--- config.mk ---
export PLATFORM = sky130hd
export DESIGN_NAME = weighted_credit_task_scheduler_top_flat
export DESIGN_NICKNAME = d
export VERILOG_FILES = /design/src/wcs_pkg.sv /design/src/wcs_ifs.sv /design/src/weighted_credit_task_scheduler_top.sv /design/src/wcs_ram.sv /design/src/wcs_datapath.sv /design/src/wcs_ctrl.sv /design/src/flat_wrapper.sv
export SDC_FILE = /design/constraint.sdc
export NUM_CORES = 2
export LEC_CHECK = 0
export BUFFER_PORTS_ARGS = -buffer_cell sky130_fd_sc_hd__buf_2
export CORE_MARGIN = 4
export CORE_UTILIZATION = 57
export DETAILED_ROUTE_END_ITERATION = 16
export PLACE_DENSITY = 0.76
export SYNTH_ARGS = -nofsm -noshare
export SYNTH_HDL_FRONTEND = slang
export SYNTH_HIERARCHICAL = 1
export SYNTH_SLANG_ARGS = --single-unit
--- constraint.sdc ---
create_clock -name clock -period 8.95 [get_ports clock]
set_input_delay 1.3425 -clock clock [delete_from_list [all_inputs] [get_ports clock]]
set_output_delay 1.3425 -clock clock [all_outputs]
set_load 0.05 [all_outputs]
--- src/wcs_pkg.sv ---
// Package for the weighted credit task scheduler.
// Holds request, status and result codes, the slot entry layout and the
// controller/datapath command and status structs. No dependencies.
package wcs_pkg;

   localparam logic [2:0] REQ_REGISTER = 3'd0;
   localparam logic [2:0] REQ_RELEASE  = 3'd1;
   localparam logic [2:0] REQ_SET_CNT  = 3'd2;
   localparam logic [2:0] REQ_CLR_CNT  = 3'd3;
   localparam logic [2:0] REQ_CONSUME  = 3'd4;
   localparam logic [2:0] REQ_TICK     = 3'd5;

   localparam logic [2:0] ST_OK       = 3'd0;
   localparam logic [2:0] ST_NOTFOUND = 3'd1;
   localparam logic [2:0] ST_BADSLOT  = 3'd2;
   localparam logic [2:0] ST_WAIT     = 3'd3;
   localparam logic [2:0] ST_OFF      = 3'd4;

   // Which result the datapath latches in a given cycle.
   localparam logic [2:0] RES_NONE     = 3'd0;
   localparam logic [2:0] RES_OFF      = 3'd1;
   localparam logic [2:0] RES_NOTFOUND = 3'd2;
   localparam logic [2:0] RES_BADSLOT  = 3'd3;
   localparam logic [2:0] RES_HIT      = 3'd4;
   localparam logic [2:0] RES_IDX      = 3'd5;
   localparam logic [2:0] RES_TICK0    = 3'd6;
   localparam logic [2:0] RES_TICK1    = 3'd7;

   localparam logic CSR_BLOCK_ON   = 1'b0;
   localparam logic CSR_TASK_COUNT = 1'b1;

   localparam logic [12:0] CREDIT_MAX = 13'd8191;

   typedef struct packed {
      logic [31:0] tag;
      logic [2:0]  weight;
      logic [12:0] credits;
      logic        counting;
   } entry_type;

   typedef struct packed {
      logic       load;
      logic       walk_start;
      logic       walk_step;
      logic       sum;
      logic       refill;
      logic       rd_idx;
      logic       push;
      logic [2:0] set_res;
   } cmd_type;

   typedef struct packed {
      logic       blk_on;
      logic [2:0] kind;
      logic       bad_slot;
      logic       hit;
      logic       walk_end;
      logic       sum_nz;
      logic       out_free;
   } stat_type;

   // Levels 0..4 map to weight 0..4, 5..8 to 1..4, anything else to 0.
   function automatic logic [2:0] weight_of_level(input logic signed [7:0] lvl);
      logic [2:0] w;
      begin
         if (lvl < 0 || lvl > 8) begin
            w = 3'd0;
         end else if (lvl < 5) begin
            w = lvl[2:0];
         end else begin
            w = 3'(lvl - 8'sd4);
         end
         return w;
      end
   endfunction

endpackage

--- src/wcs_ifs.sv ---
// Handshake channel interfaces of the weighted credit task scheduler:
// request, response and configuration write. Depends on nothing.
interface wcs_req_if;
   logic              valid;
   logic              ready;
   logic [2:0]        req_type;
   logic [31:0]       task_tag;
   logic signed [7:0] level;
   logic              count_flag;
   logic [5:0]        slot_index;
   modport source(output valid, req_type, task_tag, level, count_flag, slot_index,
                  input ready);
   modport sink(input valid, req_type, task_tag, level, count_flag, slot_index,
                output ready);
endinterface

interface wcs_rsp_if;
   logic        valid;
   logic        ready;
   logic [2:0]  status;
   logic [5:0]  slot_out;
   logic [12:0] credits_left;
   logic        refilled;
   modport source(output valid, status, slot_out, credits_left, refilled, input ready);
   modport sink(input valid, status, slot_out, credits_left, refilled, output ready);
endinterface

interface wcs_csr_if;
   logic       valid;
   logic       ready;
   logic       index;
   logic [6:0] data;
   modport source(output valid, index, data, input ready);
   modport sink(input valid, index, data, output ready);
endinterface

--- src/weighted_credit_task_scheduler_top.sv ---
// Weighted credit task scheduler. Requests are handled one at a time, and
// the slot table lives in a single RAM with one read port, so the cost of a
// request is set by how many slots must be read, one per cycle, for n =
// min(task_count, MAX_SLOTS): a disabled block, a bad slot or an unknown
// request answer in 3 cycles; clear counting and consume take 5; register,
// release and set counting take up to n + 5; a tick takes about n + 5 when
// counting slots still hold credit and about 2n + 7 when it refills. A
// finished result waits in the controller for as long as the previous beat
// is still held on the response side. A new request is taken while the
// previous beat still waits on the response side. The table reads as all
// zero after reset with no clearing pass.
// Depends on wcs_pkg, wcs_ifs, wcs_ctrl and wcs_datapath.
module weighted_credit_task_scheduler_top #(
   parameter int MAX_SLOTS   = 64,
   parameter int CREDIT_UNIT = 1000
) (
   input logic      clock,
   input logic      reset,
   wcs_req_if.sink   req_ch,
   wcs_rsp_if.source rsp_ch,
   wcs_csr_if.sink   csr_ch
);
   import wcs_pkg::*;

   cmd_type  cmd;
   stat_type stat;

   assign csr_ch.ready = 1'b1;

   wcs_ctrl u_ctrl (
      .clock     (clock),
      .reset     (reset),
      .req_valid (req_ch.valid),
      .req_ready (req_ch.ready),
      .stat      (stat),
      .cmd       (cmd)
   );

   wcs_datapath #(.MAX_SLOTS(MAX_SLOTS), .CREDIT_UNIT(CREDIT_UNIT)) u_datapath (
      .clock        (clock),
      .reset        (reset),
      .cmd          (cmd),
      .stat         (stat),
      .req_type     (req_ch.req_type),
      .task_tag     (req_ch.task_tag),
      .level        (req_ch.level),
      .count_flag   (req_ch.count_flag),
      .slot_index   (req_ch.slot_index),
      .csr_valid    (csr_ch.valid),
      .csr_index    (csr_ch.index),
      .csr_data     (csr_ch.data),
      .rsp_valid    (rsp_ch.valid),
      .rsp_ready    (rsp_ch.ready),
      .status       (rsp_ch.status),
      .slot_out     (rsp_ch.slot_out),
      .credits_left (rsp_ch.credits_left),
      .refilled     (rsp_ch.refilled)
   );
endmodule

--- src/wcs_ram.sv ---
// Generic simple dual-port RAM: one write port, one read port with
// registered read data. No dependencies.
module wcs_ram #(
   parameter int WIDTH = 8,
   parameter int DEPTH = 64
) (
   input  logic                                 clock,
   input  logic                                 we,
   input  logic [(DEPTH > 1 ? $clog2(DEPTH) : 1)-1:0] waddr,
   input  logic [WIDTH-1:0]                     wdata,
   input  logic [(DEPTH > 1 ? $clog2(DEPTH) : 1)-1:0] raddr,
   output logic [WIDTH-1:0]                     rdata
);
   logic [WIDTH-1:0] mem [DEPTH];

   always_ff @(posedge clock) begin
      if (we) begin
         mem[waddr] <= wdata;
      end
      rdata <= mem[raddr];
   end
endmodule

--- src/wcs_datapath.sv ---
// Datapath of the weighted credit task scheduler: configuration registers,
// request latch, slot table RAM with valid bits, walk counter and result
// registers. Depends on wcs_pkg and wcs_ram.
module wcs_datapath #(
   parameter int MAX_SLOTS   = 64,
   parameter int CREDIT_UNIT = 1000
) (
   input  logic              clock,
   input  logic              reset,
   input  wcs_pkg::cmd_type  cmd,
   output wcs_pkg::stat_type stat,
   input  logic [2:0]        req_type,
   input  logic [31:0]       task_tag,
   input  logic signed [7:0] level,
   input  logic              count_flag,
   input  logic [5:0]        slot_index,
   input  logic              csr_valid,
   input  logic              csr_index,
   input  logic [6:0]        csr_data,
   output logic              rsp_valid,
   input  logic              rsp_ready,
   output logic [2:0]        status,
   output logic [5:0]        slot_out,
   output logic [12:0]       credits_left,
   output logic              refilled
);
   import wcs_pkg::*;

   localparam int AW = MAX_SLOTS > 1 ? $clog2(MAX_SLOTS) : 1;
   localparam int CW = $clog2(MAX_SLOTS + 1);
   localparam int NW = CW > 7 ? CW : 7;
   localparam int EW = $bits(entry_type);

   logic              block_on_ff;
   logic [6:0]        task_count_ff;
   logic [2:0]        req_type_ff;
   logic [31:0]       tag_ff;
   logic signed [7:0] level_ff;
   logic              flag_ff;
   logic [5:0]        idx_ff;
   logic [CW-1:0]     addr_ff, addr_in;
   logic              rd_vld_ff, rd_vld_in;
   logic [AW-1:0]     rd_idx_ff;
   logic              sum_nz_ff, sum_nz_in;
   logic [MAX_SLOTS-1:0] valid_ff;

   logic [2:0]  res_status_ff, res_status_in;
   logic [5:0]  res_slot_ff, res_slot_in;
   logic [12:0] res_credits_ff, res_credits_in;
   logic        res_refill_ff, res_refill_in;

   logic        rsp_valid_ff, rsp_valid_in;
   logic [2:0]  status_ff;
   logic [5:0]  slot_out_ff;
   logic [12:0] credits_ff;
   logic        refilled_ff;

   logic [NW-1:0] n_eff;
   logic          addr_in_range;
   logic [AW-1:0] rd_addr;
   logic [EW-1:0] ram_q;
   entry_type     entry;
   logic [31:0]   search_tag;
   logic [15:0]   prod;
   logic [12:0]   refill_cr;
   logic          we;
   entry_type     wd;
   logic          out_free;

   assign n_eff = (NW'(task_count_ff) > NW'(MAX_SLOTS)) ? NW'(MAX_SLOTS)
                                                        : NW'(task_count_ff);
   assign addr_in_range = NW'(addr_ff) < n_eff;
   assign rd_addr = cmd.rd_idx ? AW'(idx_ff) : AW'(addr_ff);

   wcs_ram #(.WIDTH(EW), .DEPTH(MAX_SLOTS)) u_ram (
      .clock (clock),
      .we    (we),
      .waddr (rd_idx_ff),
      .wdata (wd),
      .raddr (rd_addr),
      .rdata (ram_q)
   );

   // A slot never written since reset reads as all zero.
   assign entry = valid_ff[rd_idx_ff] ? entry_type'(ram_q) : '0;
   assign search_tag = (req_type_ff == REQ_REGISTER) ? 32'd0 : tag_ff;

   assign prod = (16'(entry.weight) + 16'd1) * 16'(CREDIT_UNIT);
   assign refill_cr = (prod > 16'(CREDIT_MAX)) ? CREDIT_MAX : prod[12:0];

   assign out_free = !rsp_valid_ff || rsp_ready;

   always_comb begin
      stat.blk_on   = block_on_ff;
      stat.kind     = req_type_ff;
      stat.bad_slot = NW'(idx_ff) >= n_eff;
      stat.hit      = rd_vld_ff && (entry.tag == search_tag);
      stat.walk_end = !addr_in_range && !rd_vld_ff;
      stat.sum_nz   = sum_nz_ff;
      stat.out_free = out_free;
   end

   always_comb begin
      addr_in   = addr_ff;
      rd_vld_in = 1'b0;
      sum_nz_in = sum_nz_ff;
      if (cmd.walk_start) begin
         addr_in   = '0;
         sum_nz_in = 1'b0;
      end else if (cmd.walk_step && addr_in_range) begin
         addr_in   = addr_ff + CW'(1);
         rd_vld_in = 1'b1;
      end
      if (cmd.sum && rd_vld_ff && entry.counting && entry.credits != 13'd0) begin
         sum_nz_in = 1'b1;
      end
   end

   always_comb begin
      we = 1'b0;
      wd = entry;
      if (cmd.refill && rd_vld_ff && entry.tag != 32'd0) begin
         we         = 1'b1;
         wd.credits = refill_cr;
      end
      if (cmd.set_res == RES_HIT) begin
         we = 1'b1;
         case (req_type_ff)
            REQ_REGISTER: begin
               wd.tag     = tag_ff;
               wd.weight  = weight_of_level(level_ff);
               wd.credits = 13'd0;
            end
            REQ_RELEASE: begin
               wd.tag     = 32'd0;
               wd.credits = 13'd0;
            end
            default: begin
               wd.counting = flag_ff;
            end
         endcase
      end
      if (cmd.set_res == RES_IDX) begin
         if (req_type_ff == REQ_CLR_CNT) begin
            we          = 1'b1;
            wd.counting = 1'b0;
         end else if (entry.credits != 13'd0) begin
            we         = 1'b1;
            wd.credits = entry.credits - 13'd1;
         end
      end
   end

   always_comb begin
      res_status_in  = res_status_ff;
      res_slot_in    = res_slot_ff;
      res_credits_in = res_credits_ff;
      res_refill_in  = res_refill_ff;
      if (cmd.set_res != RES_NONE) begin
         res_status_in  = ST_OK;
         res_slot_in    = 6'd0;
         res_credits_in = 13'd0;
         res_refill_in  = 1'b0;
      end
      case (cmd.set_res)
         RES_OFF:      res_status_in = ST_OFF;
         RES_NOTFOUND: res_status_in = ST_NOTFOUND;
         RES_BADSLOT:  res_status_in = ST_BADSLOT;
         RES_HIT: begin
            res_slot_in = 6'(rd_idx_ff);
            if (req_type_ff == REQ_SET_CNT) begin
               res_credits_in = entry.credits;
            end
         end
         RES_IDX: begin
            res_slot_in = 6'(rd_idx_ff);
            if (req_type_ff == REQ_CLR_CNT) begin
               res_credits_in = entry.credits;
            end else if (entry.credits == 13'd0) begin
               res_status_in = ST_WAIT;
            end else begin
               res_credits_in = entry.credits - 13'd1;
            end
         end
         RES_TICK1:    res_refill_in = 1'b1;
         default:      ;
      endcase
   end

   always_comb begin
      rsp_valid_in = rsp_valid_ff;
      if (cmd.push) begin
         rsp_valid_in = 1'b1;
      end else if (rsp_ready) begin
         rsp_valid_in = 1'b0;
      end
   end

   always_ff @(posedge clock) begin
      if (reset) begin
         block_on_ff   <= 1'b0;
         task_count_ff <= 7'd0;
         rd_vld_ff     <= 1'b0;
         valid_ff      <= '0;
         rsp_valid_ff  <= 1'b0;
         addr_ff       <= '0;
         sum_nz_ff     <= 1'b0;
      end else begin
         if (csr_valid) begin
            if (csr_index == CSR_BLOCK_ON) begin
               block_on_ff <= csr_data[0];
            end else begin
               task_count_ff <= csr_data;
            end
         end
         rd_vld_ff    <= rd_vld_in;
         addr_ff      <= addr_in;
         sum_nz_ff    <= sum_nz_in;
         rsp_valid_ff <= rsp_valid_in;
         if (we) begin
            valid_ff[rd_idx_ff] <= 1'b1;
         end
      end
   end

   always_ff @(posedge clock) begin
      rd_idx_ff      <= rd_addr;
      res_status_ff  <= res_status_in;
      res_slot_ff    <= res_slot_in;
      res_credits_ff <= res_credits_in;
      res_refill_ff  <= res_refill_in;
      if (cmd.load) begin
         req_type_ff <= req_type;
         tag_ff      <= task_tag;
         level_ff    <= level;
         flag_ff     <= count_flag;
         idx_ff      <= slot_index;
      end
      if (cmd.push) begin
         status_ff   <= res_status_ff;
         slot_out_ff <= res_slot_ff;
         credits_ff  <= res_credits_ff;
         refilled_ff <= res_refill_ff;
      end
   end

   assign rsp_valid    = rsp_valid_ff;
   assign status       = status_ff;
   assign slot_out     = slot_out_ff;
   assign credits_left = credits_ff;
   assign refilled     = refilled_ff;
endmodule

--- src/wcs_ctrl.sv ---
// Controller state machine of the weighted credit task scheduler: sequences
// slot walks, indexed accesses and result hand-off. Depends on wcs_pkg.
module wcs_ctrl (
   input  logic              clock,
   input  logic              reset,
   input  logic              req_valid,
   output logic              req_ready,
   input  wcs_pkg::stat_type stat,
   output wcs_pkg::cmd_type  cmd
);
   import wcs_pkg::*;

   localparam logic [2:0] S_IDLE  = 3'd0;
   localparam logic [2:0] S_DISP  = 3'd1;
   localparam logic [2:0] S_WALK  = 3'd2;
   localparam logic [2:0] S_TICK2 = 3'd3;
   localparam logic [2:0] S_IDXRD = 3'd4;
   localparam logic [2:0] S_IDXOP = 3'd5;
   localparam logic [2:0] S_DONE  = 3'd6;

   logic [2:0] state_ff, state_in;

   assign req_ready = (state_ff == S_IDLE);

   always_comb begin
      state_in = state_ff;
      cmd      = '0;
      case (state_ff)
         S_IDLE: begin
            if (req_valid) begin
               cmd.load = 1'b1;
               state_in = S_DISP;
            end
         end
         S_DISP: begin
            if (!stat.blk_on) begin
               cmd.set_res = RES_OFF;
               state_in    = S_DONE;
            end else begin
               case (stat.kind)
                  REQ_REGISTER, REQ_RELEASE, REQ_SET_CNT, REQ_TICK: begin
                     cmd.walk_start = 1'b1;
                     state_in       = S_WALK;
                  end
                  REQ_CLR_CNT, REQ_CONSUME: begin
                     if (stat.bad_slot) begin
                        cmd.set_res = RES_BADSLOT;
                        state_in    = S_DONE;
                     end else begin
                        state_in = S_IDXRD;
                     end
                  end
                  default: begin
                     cmd.set_res = RES_NOTFOUND;
                     state_in    = S_DONE;
                  end
               endcase
            end
         end
         S_WALK: begin
            if (stat.kind == REQ_TICK) begin
               // First pass only looks for any credit left in counting slots.
               cmd.sum = 1'b1;
               if (stat.walk_end) begin
                  if (stat.sum_nz) begin
                     cmd.set_res = RES_TICK0;
                     state_in    = S_DONE;
                  end else begin
                     cmd.walk_start = 1'b1;
                     state_in       = S_TICK2;
                  end
               end else begin
                  cmd.walk_step = 1'b1;
               end
            end else if (stat.hit) begin
               cmd.set_res = RES_HIT;
               state_in    = S_DONE;
            end else if (stat.walk_end) begin
               cmd.set_res = RES_NOTFOUND;
               state_in    = S_DONE;
            end else begin
               cmd.walk_step = 1'b1;
            end
         end
         S_TICK2: begin
            cmd.refill = 1'b1;
            if (stat.walk_end) begin
               cmd.set_res = RES_TICK1;
               state_in    = S_DONE;
            end else begin
               cmd.walk_step = 1'b1;
            end
         end
         S_IDXRD: begin
            cmd.rd_idx = 1'b1;
            state_in   = S_IDXOP;
         end
         S_IDXOP: begin
            cmd.set_res = RES_IDX;
            state_in    = S_DONE;
         end
         S_DONE: begin
            if (stat.out_free) begin
               cmd.push = 1'b1;
               state_in = S_IDLE;
            end
         end
         default: begin
            state_in = S_IDLE;
         end
      endcase
   end

   always_ff @(posedge clock) begin
      if (reset) begin
         state_ff <= S_IDLE;
      end else begin
         state_ff <= state_in;
      end
   end
endmodule
--- src/flat_wrapper.sv ---
// flat-port wrapper written by rule: the top's interface ports become plain ports
module weighted_credit_task_scheduler_top_flat import wcs_pkg::*;
#(
   parameter int MAX_SLOTS   = 64,
   parameter int CREDIT_UNIT = 1000
)
  (clock, reset, req_ch_valid, req_ch_req_type, req_ch_task_tag, req_ch_level, req_ch_count_flag, req_ch_slot_index, req_ch_ready, rsp_ch_valid, rsp_ch_status, rsp_ch_slot_out, rsp_ch_credits_left, rsp_ch_refilled, rsp_ch_ready, csr_ch_valid, csr_ch_index, csr_ch_data, csr_ch_ready);
  wcs_req_if req_ch_i ();
  wcs_rsp_if rsp_ch_i ();
  wcs_csr_if csr_ch_i ();
  input logic clock;
  input logic reset;
  input wire logic [$bits(req_ch_i.valid)-1:0] req_ch_valid;
  input wire logic [$bits(req_ch_i.req_type)-1:0] req_ch_req_type;
  input wire logic [$bits(req_ch_i.task_tag)-1:0] req_ch_task_tag;
  input wire logic [$bits(req_ch_i.level)-1:0] req_ch_level;
  input wire logic [$bits(req_ch_i.count_flag)-1:0] req_ch_count_flag;
  input wire logic [$bits(req_ch_i.slot_index)-1:0] req_ch_slot_index;
  output wire logic [$bits(req_ch_i.ready)-1:0] req_ch_ready;
  output wire logic [$bits(rsp_ch_i.valid)-1:0] rsp_ch_valid;
  output wire logic [$bits(rsp_ch_i.status)-1:0] rsp_ch_status;
  output wire logic [$bits(rsp_ch_i.slot_out)-1:0] rsp_ch_slot_out;
  output wire logic [$bits(rsp_ch_i.credits_left)-1:0] rsp_ch_credits_left;
  output wire logic [$bits(rsp_ch_i.refilled)-1:0] rsp_ch_refilled;
  input wire logic [$bits(rsp_ch_i.ready)-1:0] rsp_ch_ready;
  input wire logic [$bits(csr_ch_i.valid)-1:0] csr_ch_valid;
  input wire logic [$bits(csr_ch_i.index)-1:0] csr_ch_index;
  input wire logic [$bits(csr_ch_i.data)-1:0] csr_ch_data;
  output wire logic [$bits(csr_ch_i.ready)-1:0] csr_ch_ready;
  assign req_ch_i.valid = req_ch_valid;
  assign req_ch_i.req_type = req_ch_req_type;
  assign req_ch_i.task_tag = req_ch_task_tag;
  assign req_ch_i.level = req_ch_level;
  assign req_ch_i.count_flag = req_ch_count_flag;
  assign req_ch_i.slot_index = req_ch_slot_index;
  assign req_ch_ready = req_ch_i.ready;
  assign rsp_ch_valid = rsp_ch_i.valid;
  assign rsp_ch_status = rsp_ch_i.status;
  assign rsp_ch_slot_out = rsp_ch_i.slot_out;
  assign rsp_ch_credits_left = rsp_ch_i.credits_left;
  assign rsp_ch_refilled = rsp_ch_i.refilled;
  assign rsp_ch_i.ready = rsp_ch_ready;
  assign csr_ch_i.valid = csr_ch_valid;
  assign csr_ch_i.index = csr_ch_index;
  assign csr_ch_i.data = csr_ch_data;
  assign csr_ch_ready = csr_ch_i.ready;
  weighted_credit_task_scheduler_top #(.MAX_SLOTS(MAX_SLOTS), .CREDIT_UNIT(CREDIT_UNIT)) u_core (.clock(clock), .reset(reset), .req_ch(req_ch_i), .rsp_ch(rsp_ch_i), .csr_ch(csr_ch_i));
endmodule
# Word level (Yosys, flattened, before mapping)
# Memory sizes are Yosys's and may differ from the RTL's. A register that Yosys moved wholly into a read port is not among the register bits.
# Index checks and enable logic that the tools add are counted.
# classes
order_cmp	9
bitwise_logic	2
n_mul	1
mux	83
n_reduce_logical	31
eq_ne	21
n_addsub	4
# op_table
op	n
$mux 13	9
$mux 49	2
$or 64x64->64	1
$pmux 32 s2	1
$mux 3	19
$eq 32x32->1	1
$mux 1	32
$mux 32	1
$reduce_bool 32->1	1
$pmux 13 s2	1
$eq 3x3->1 const B	8
$pmux 3 s4	2
$pmux 3 s7	1
$eq 3x2->1 const B	6
$mux 6	3
$gt 14x13->1 const B	1
$mux 14	1
$logic_not 13->1	1
$reduce_bool 13->1	1
$sub 13x1->13 const B	1
$mul 4x7->11 const B	1
$eq 3x1->1 const B	3
$logic_and 1x1->1	9
$gt 8x5->1 const B	1
other kinds (29)	44
# word_totals
mem_count	1
ramBits	3136
regBits	187
out_inout_bits	26
wordCells	174
# mem_list
name	depth	word_bits	read_ports	rd_ports_with_merged_regs	wr	line_no	rtl
u_core.u_datapath.u_ram.mem	64	49	1	1	1	wcs_ram.sv:14	logic [WIDTH-1:0] mem [DEPTH];

# Depth between registers and ports, before layout
# logic_depth
word_depth	16
ltp_mapped	25
depth_no_buf	21

# Hierarchy
# Netlist, hierarchy kept.
# by_module_without_submodules
module	seq_area_each_um2	area_each_um2	instances	cells_per_inst
wcs_ram	95151.3	119985.1	1	5283
wcs_datapath	4474.3	9360.2	1	968
wcs_ctrl	60.1	445.4	1	64
weighted_credit_task_scheduler_top	0.0	11.3	1	2

# Worst setup path before layout
# OpenSTA, ideal clock, no wires.
# synth_timing
path_type	reg-to-reg
start	register u_core.u_datapath.rd_idx_ff[0]
end	memory u_core/u_datapath/u_ram/mem[0][10] (netlist name), data pin
path_stages_with_launch	24
synth_period_minus_slack_ps	8925
setup_slack_ps	25
t_required_ps	8248
t_arrival_ps	8223
n_path_buf	3
setup_ps	702
path_cell_list	dfxtp_1 -> buf_6 -> mux4_2 -> and3_1 -> a211oi_2 -> o211ai_2 -> or3_4 -> buf_6 -> buf_2 -> nand2_1 -> inv_1 -> ha_1 -> xnor2_1 -> fa_1 -> inv_1 -> fa_1 -> ha_1 -> a211o_1 -> o21a_1 -> a21oi_1 -> xnor2_1 -> or3_1 -> o211ai_1 -> o21ai_0
# synth_lines
item	line_no	rtl
from (decl)	wcs_datapath.sv:43	logic [AW-1:0] rd_idx_ff;
from (signal assigned)	wcs_datapath.sv:227	rd_idx_ff <= rd_addr;
to (decl)	wcs_ram.sv:14	

==> metrics.md <==
| Metric | Value |
|---|---|
| I/O pins | `89` |
| Relative slew margins | `12.6%` |
| Seq/Total Area, Yosys | `76.8%` |
| Final core occ | `64.6%` |
| Worst Hold Class | `reg -> reg` |
| CP Buf/Inv Count | `1` |
| Mean Syn Cell Area | `20.5 um^2` |
| Clk Latency, worst-skew pair | `0.98 ns` |
| Iteration-0 DRC Markers | `12200` |
| Die H | `485 um` |
| Wirelength per Cell | `36.3 um` |
| Critical Path Start | `u_core/u_datapath/rd_idx_ff[0]` |
| 1st-pass router iterations | `6` |
| Cells after DPL | `9266` |
| Die Width | `485 um` |
| Crit path to | `u_core/u_datapath/u_ram/mem[43][13]` |
| Worst Reg-to-Reg Cells | `16` |
| Crit-path max FO | `33` |
| Synthesis-to-finish area growth | `12.3%` |
| Post-DP HPWL | `196000 um` |
| Yosys top cell by area | `edfxtp_1` |
| Via density | `7.03` |
| Synth cell count leaders | `3215 x edfxtp_1, 744 x mux4_2, 274 x nand2_1` |
| # Post-CTS Setup Buffers | `0` |
| IR drop worst, VDD | `0.192 mV` |
| Top-count cell post-synth | `edfxtp_1` |
| Netlist Area Pre-Place | `130000 um^2` |
| Setup_tns | `0 ns` |
| Max Fclk | `0.121 GHz` |
| Clk buf depth | `4` |
| H-tree Lvls | `5` |
| GR Overflow Total | `0` |
| First-pass GRT wire length | `512000 um` |
| Initial Util | `57.5%` |
| Final GP Congestion | `0.902` |
| Hold-fix buffers at CTS | `0` |
| DRC | `0` |
| Setup-failing EPs final | `0` |
| Crit path time final | `8.23 ns` |
| Vias | `69300` |
| P per Cell Area | `263 nW/um^2` |
| Routed WL | `358000 um` |
| Post-CTS Resized | `0` |
| CTS buffer count | `338` |
| Unrepaired setup endpoints after global routing | `no` |
| Final Hold Fails | `0` |
| Critical Path AT | `8.84 ns` |
| Critical path capture point type | `flip-flop` |
| Antenna violations before repair | `19` |
| CP Launch Type | `flip-flop` |
| Reg clk slew, reported paths | `0.06 ns` |
| Tot GR Track Use | `30.5%` |
| Core ar. | `226000 um^2` |
| Worst R2R End | `u_core/u_datapath/u_ram/mem[43][13]` |
| CTS sink cnt | `3372` |
| # fillers | `14100` |
| Die area | `235000 um^2` |
| Cell Count, Final, Fillers Out | `9854` |
| Slowest stage delay, CP | `1.08 ns` |
| Worst-margin pin slew | `1.31 ns` |
| Final period util | `92.0%` |
| Largest net degree at the start of global routing | `116` |
| Post-synth EDFFs | `3215` |
| Outcome | `finished, final reports clean` |
| Final slew viol count | `0` |
| Critical Path Most Common Cell | `a211oi_1` |
| Nets | `6711` |
| Top_reg_cell synth | `edfxtp_1` |
| Critical Path RT | `9.56 ns` |
| Vias in the first global route | `69200` |
| R2R setup slack | `0.72 ns` |
| Layout cells sized above 1 | `24.6%` |
| Leak | `43.9 nW` |
| Setup CP Type | `reg -> reg` |
| Synth Net Count | `6414` |
| Max_cap viols | `0` |
| Top cells by area, synth | `edfxtp_1 74%, mux4_2 13%, dfxtp_1 2.4%` |
| Top Family by Delay on Critical Path | `simple AND/OR/NAND/NOR gates` |
| Syn Inst Count | `6317` |
| Number of synthesized register bits | `3372` |
| FF-to-FF Start | `u_core/u_datapath/rd_idx_ff[0]` |
| Setup Skew | `0.0845 ns` |
| I/O Buffers | `87` |
| Slowest CP cell | `nor2_4` |
| Synth cell types | `89` |
| ANT nets after route | `0` |
| CTS tree | `built` |
| CP Depth | `16` |
| Number of synthesis warnings | `6` |
| CTS Root Cell | `clkbuf_16` |
| Synth top area share | `74.4%` |
| Crit-path cells | `nor2b_1 -> a221o_1 -> a221oi_2 -> o22ai_1 -> or3_4 -> o211ai_1 -> a211oi_1 -> o2111a_1 -> nor3b_1 -> a211oi_1 -> nor2_1 -> nand2b_1 -> o311ai_4 -> nand3_1 -> nor2_4 -> buf_12` |
| # rows | `174` |
| Fraction of registers with async set/reset | `0%` |
[logic make-up (layout without fill, tap and decap cells)]
family / after synthesis / after routing / synth area share, %
buffers and inverters: 480 / 1022 / 1.78
AND/OR/NAND/NOR: 870 / 870 / 3.34
other: 1 / 4 / 0.00289
XOR/XNOR: 20 / 20 / 0.135
adder cells (fa/ha/maj): 34 / 34 / 0.357
multiplexers: 850 / 850 / 13.7
AO/OA/AOI/OAI: 690 / 690 / 3.84
flip-flops: 3372 / 3372 / 76.8
[layout make-up]
cell class | count | area, um^2 | area share (%)
antenna | 3 | 7.51 | 0.00515
clock buffer | 406 | 8870 | 6.08
clock inverter | 179 | 1670 | 1.14
inverter | 113 | 425 | 0.292
multi-input combinational | 2465 | 28600 | 19.6
sequential | 3372 | 99700 | 68.4
tap | 2992 | 3740 | 2.57
timing repair buffer | 324 | 2750 | 1.89
[cell usage in the layout (no fill, tap or decap), types with 65 or more instances in the layout]
cell and n:
mux4_2 744, nand4_1 90, mux2i_1 101, clkbuf_16 343, dfxtp_1 157, buf_2 87, nand2_1 270, a21oi_1 86
edfxtp_1 3215, a22oi_1 117, nand3_1 122, nor2_4 65, inv_1 111, o22ai_1 162, o221ai_1 81, buf_4 194
clkinv_1 67
[routing by layer]
metal  routed length (um)  vias up  global-route usage (%)  part of all wire [%]
met5                   77        -                       0                 0.022
met4                20900       12                    14.5                   5.8
met3                50200     1041                    8.18                    14
met2               167000     5858                    46.7                    47
met1               120000    35500                    41.2                    33
li1                     -    27000                       -                     -
[worst register-to-register path, cell delays in order, from the launching register on]
cell,delay (ns)
dfxtp_1,0.98
nor2b_1,0.61
a221o_1,0.29
a221oi_2,0.07
o22ai_1,0.45
or3_4,0.52
o211ai_1,0.19
a211oi_1,0.28
o2111a_1,0.54
nor3b_1,0.33
a211oi_1,0.10
nor2_1,0.37
nand2b_1,0.28
o311ai_4,0.58
nand3_1,0.84
nor2_4,1.09
buf_12,0.36
[sequential cells by signal, indices dropped and copies added (netlist names), 6 cells and up]
name	cells
u_core/u_datapath/idx_ff	6
u_core/u_datapath/res_slot_ff	6
u_core/u_datapath/level_ff	8
u_core/u_datapath/res_credits_ff	13
u_core/u_datapath/credits_left	13
u_core/u_datapath/rd_idx_ff	6
u_core/u_datapath/task_count_ff	7
u_core/u_datapath/u_ram/rdata	49
u_core/u_datapath/u_ram/mem	3136
u_core/u_datapath/slot_out	6
u_core/u_datapath/valid_ff	64
u_core/u_datapath/addr_ff	7
u_core/u_datapath/tag_ff	32
[power breakdown]
part | switching (W) | internal [W] | total [W]
logic | 0.00388 | 0.00234 | 0.00622
clock network | 0.00584 | 0.00788 | 0.0137
registers | 0.000542 | 0.0178 | 0.0184
total | 0.0103 | 0.0281 | 0.0383
[stage by stage]
step / area, um^2 / hold slack (ns) / total power [W] / setup slack (ns)
CTS: 146000 / 0.432 / 0.0383 / 0.947
detailed placement: 135000 / 0.416 / 0.0247 / 0.978
global route: 146000 / 0.447 / 0.0394 / 0.296
floorplan: 130000 / 0.400 / 0.0225 / 0.0254
global placement: 135000 / 0.423 / 0.0246 / 0.951
finish: 146000 / 0.429 / 0.0383 / 0.718
[worst min-delay path by stage]
stage / startpoint / endpoint / slack, ns / depth (start not counted)
after floorplan: u_core/u_datapath/res_status_ff[1] / u_core/u_datapath/status[1] / 0.40 / 0
after global placement: u_core/u_datapath/res_refill_ff / u_core/u_datapath/refilled / 0.42 / 0
after detailed placement: u_core/u_datapath/res_credits_ff[1] / u_core/u_datapath/credits_left[1] / 0.42 / 0
after CTS: u_core/u_datapath/res_credits_ff[1] / u_core/u_datapath/credits_left[1] / 0.43 / 0
after global routing: u_core/u_datapath/res_slot_ff[0] / u_core/u_datapath/slot_out[0] / 0.45 / 0
final: u_core/u_datapath/res_slot_ff[0] / u_core/u_datapath/slot_out[0] / 0.43 / 0
No activity file was read; power rests on OpenSTA's default activity.
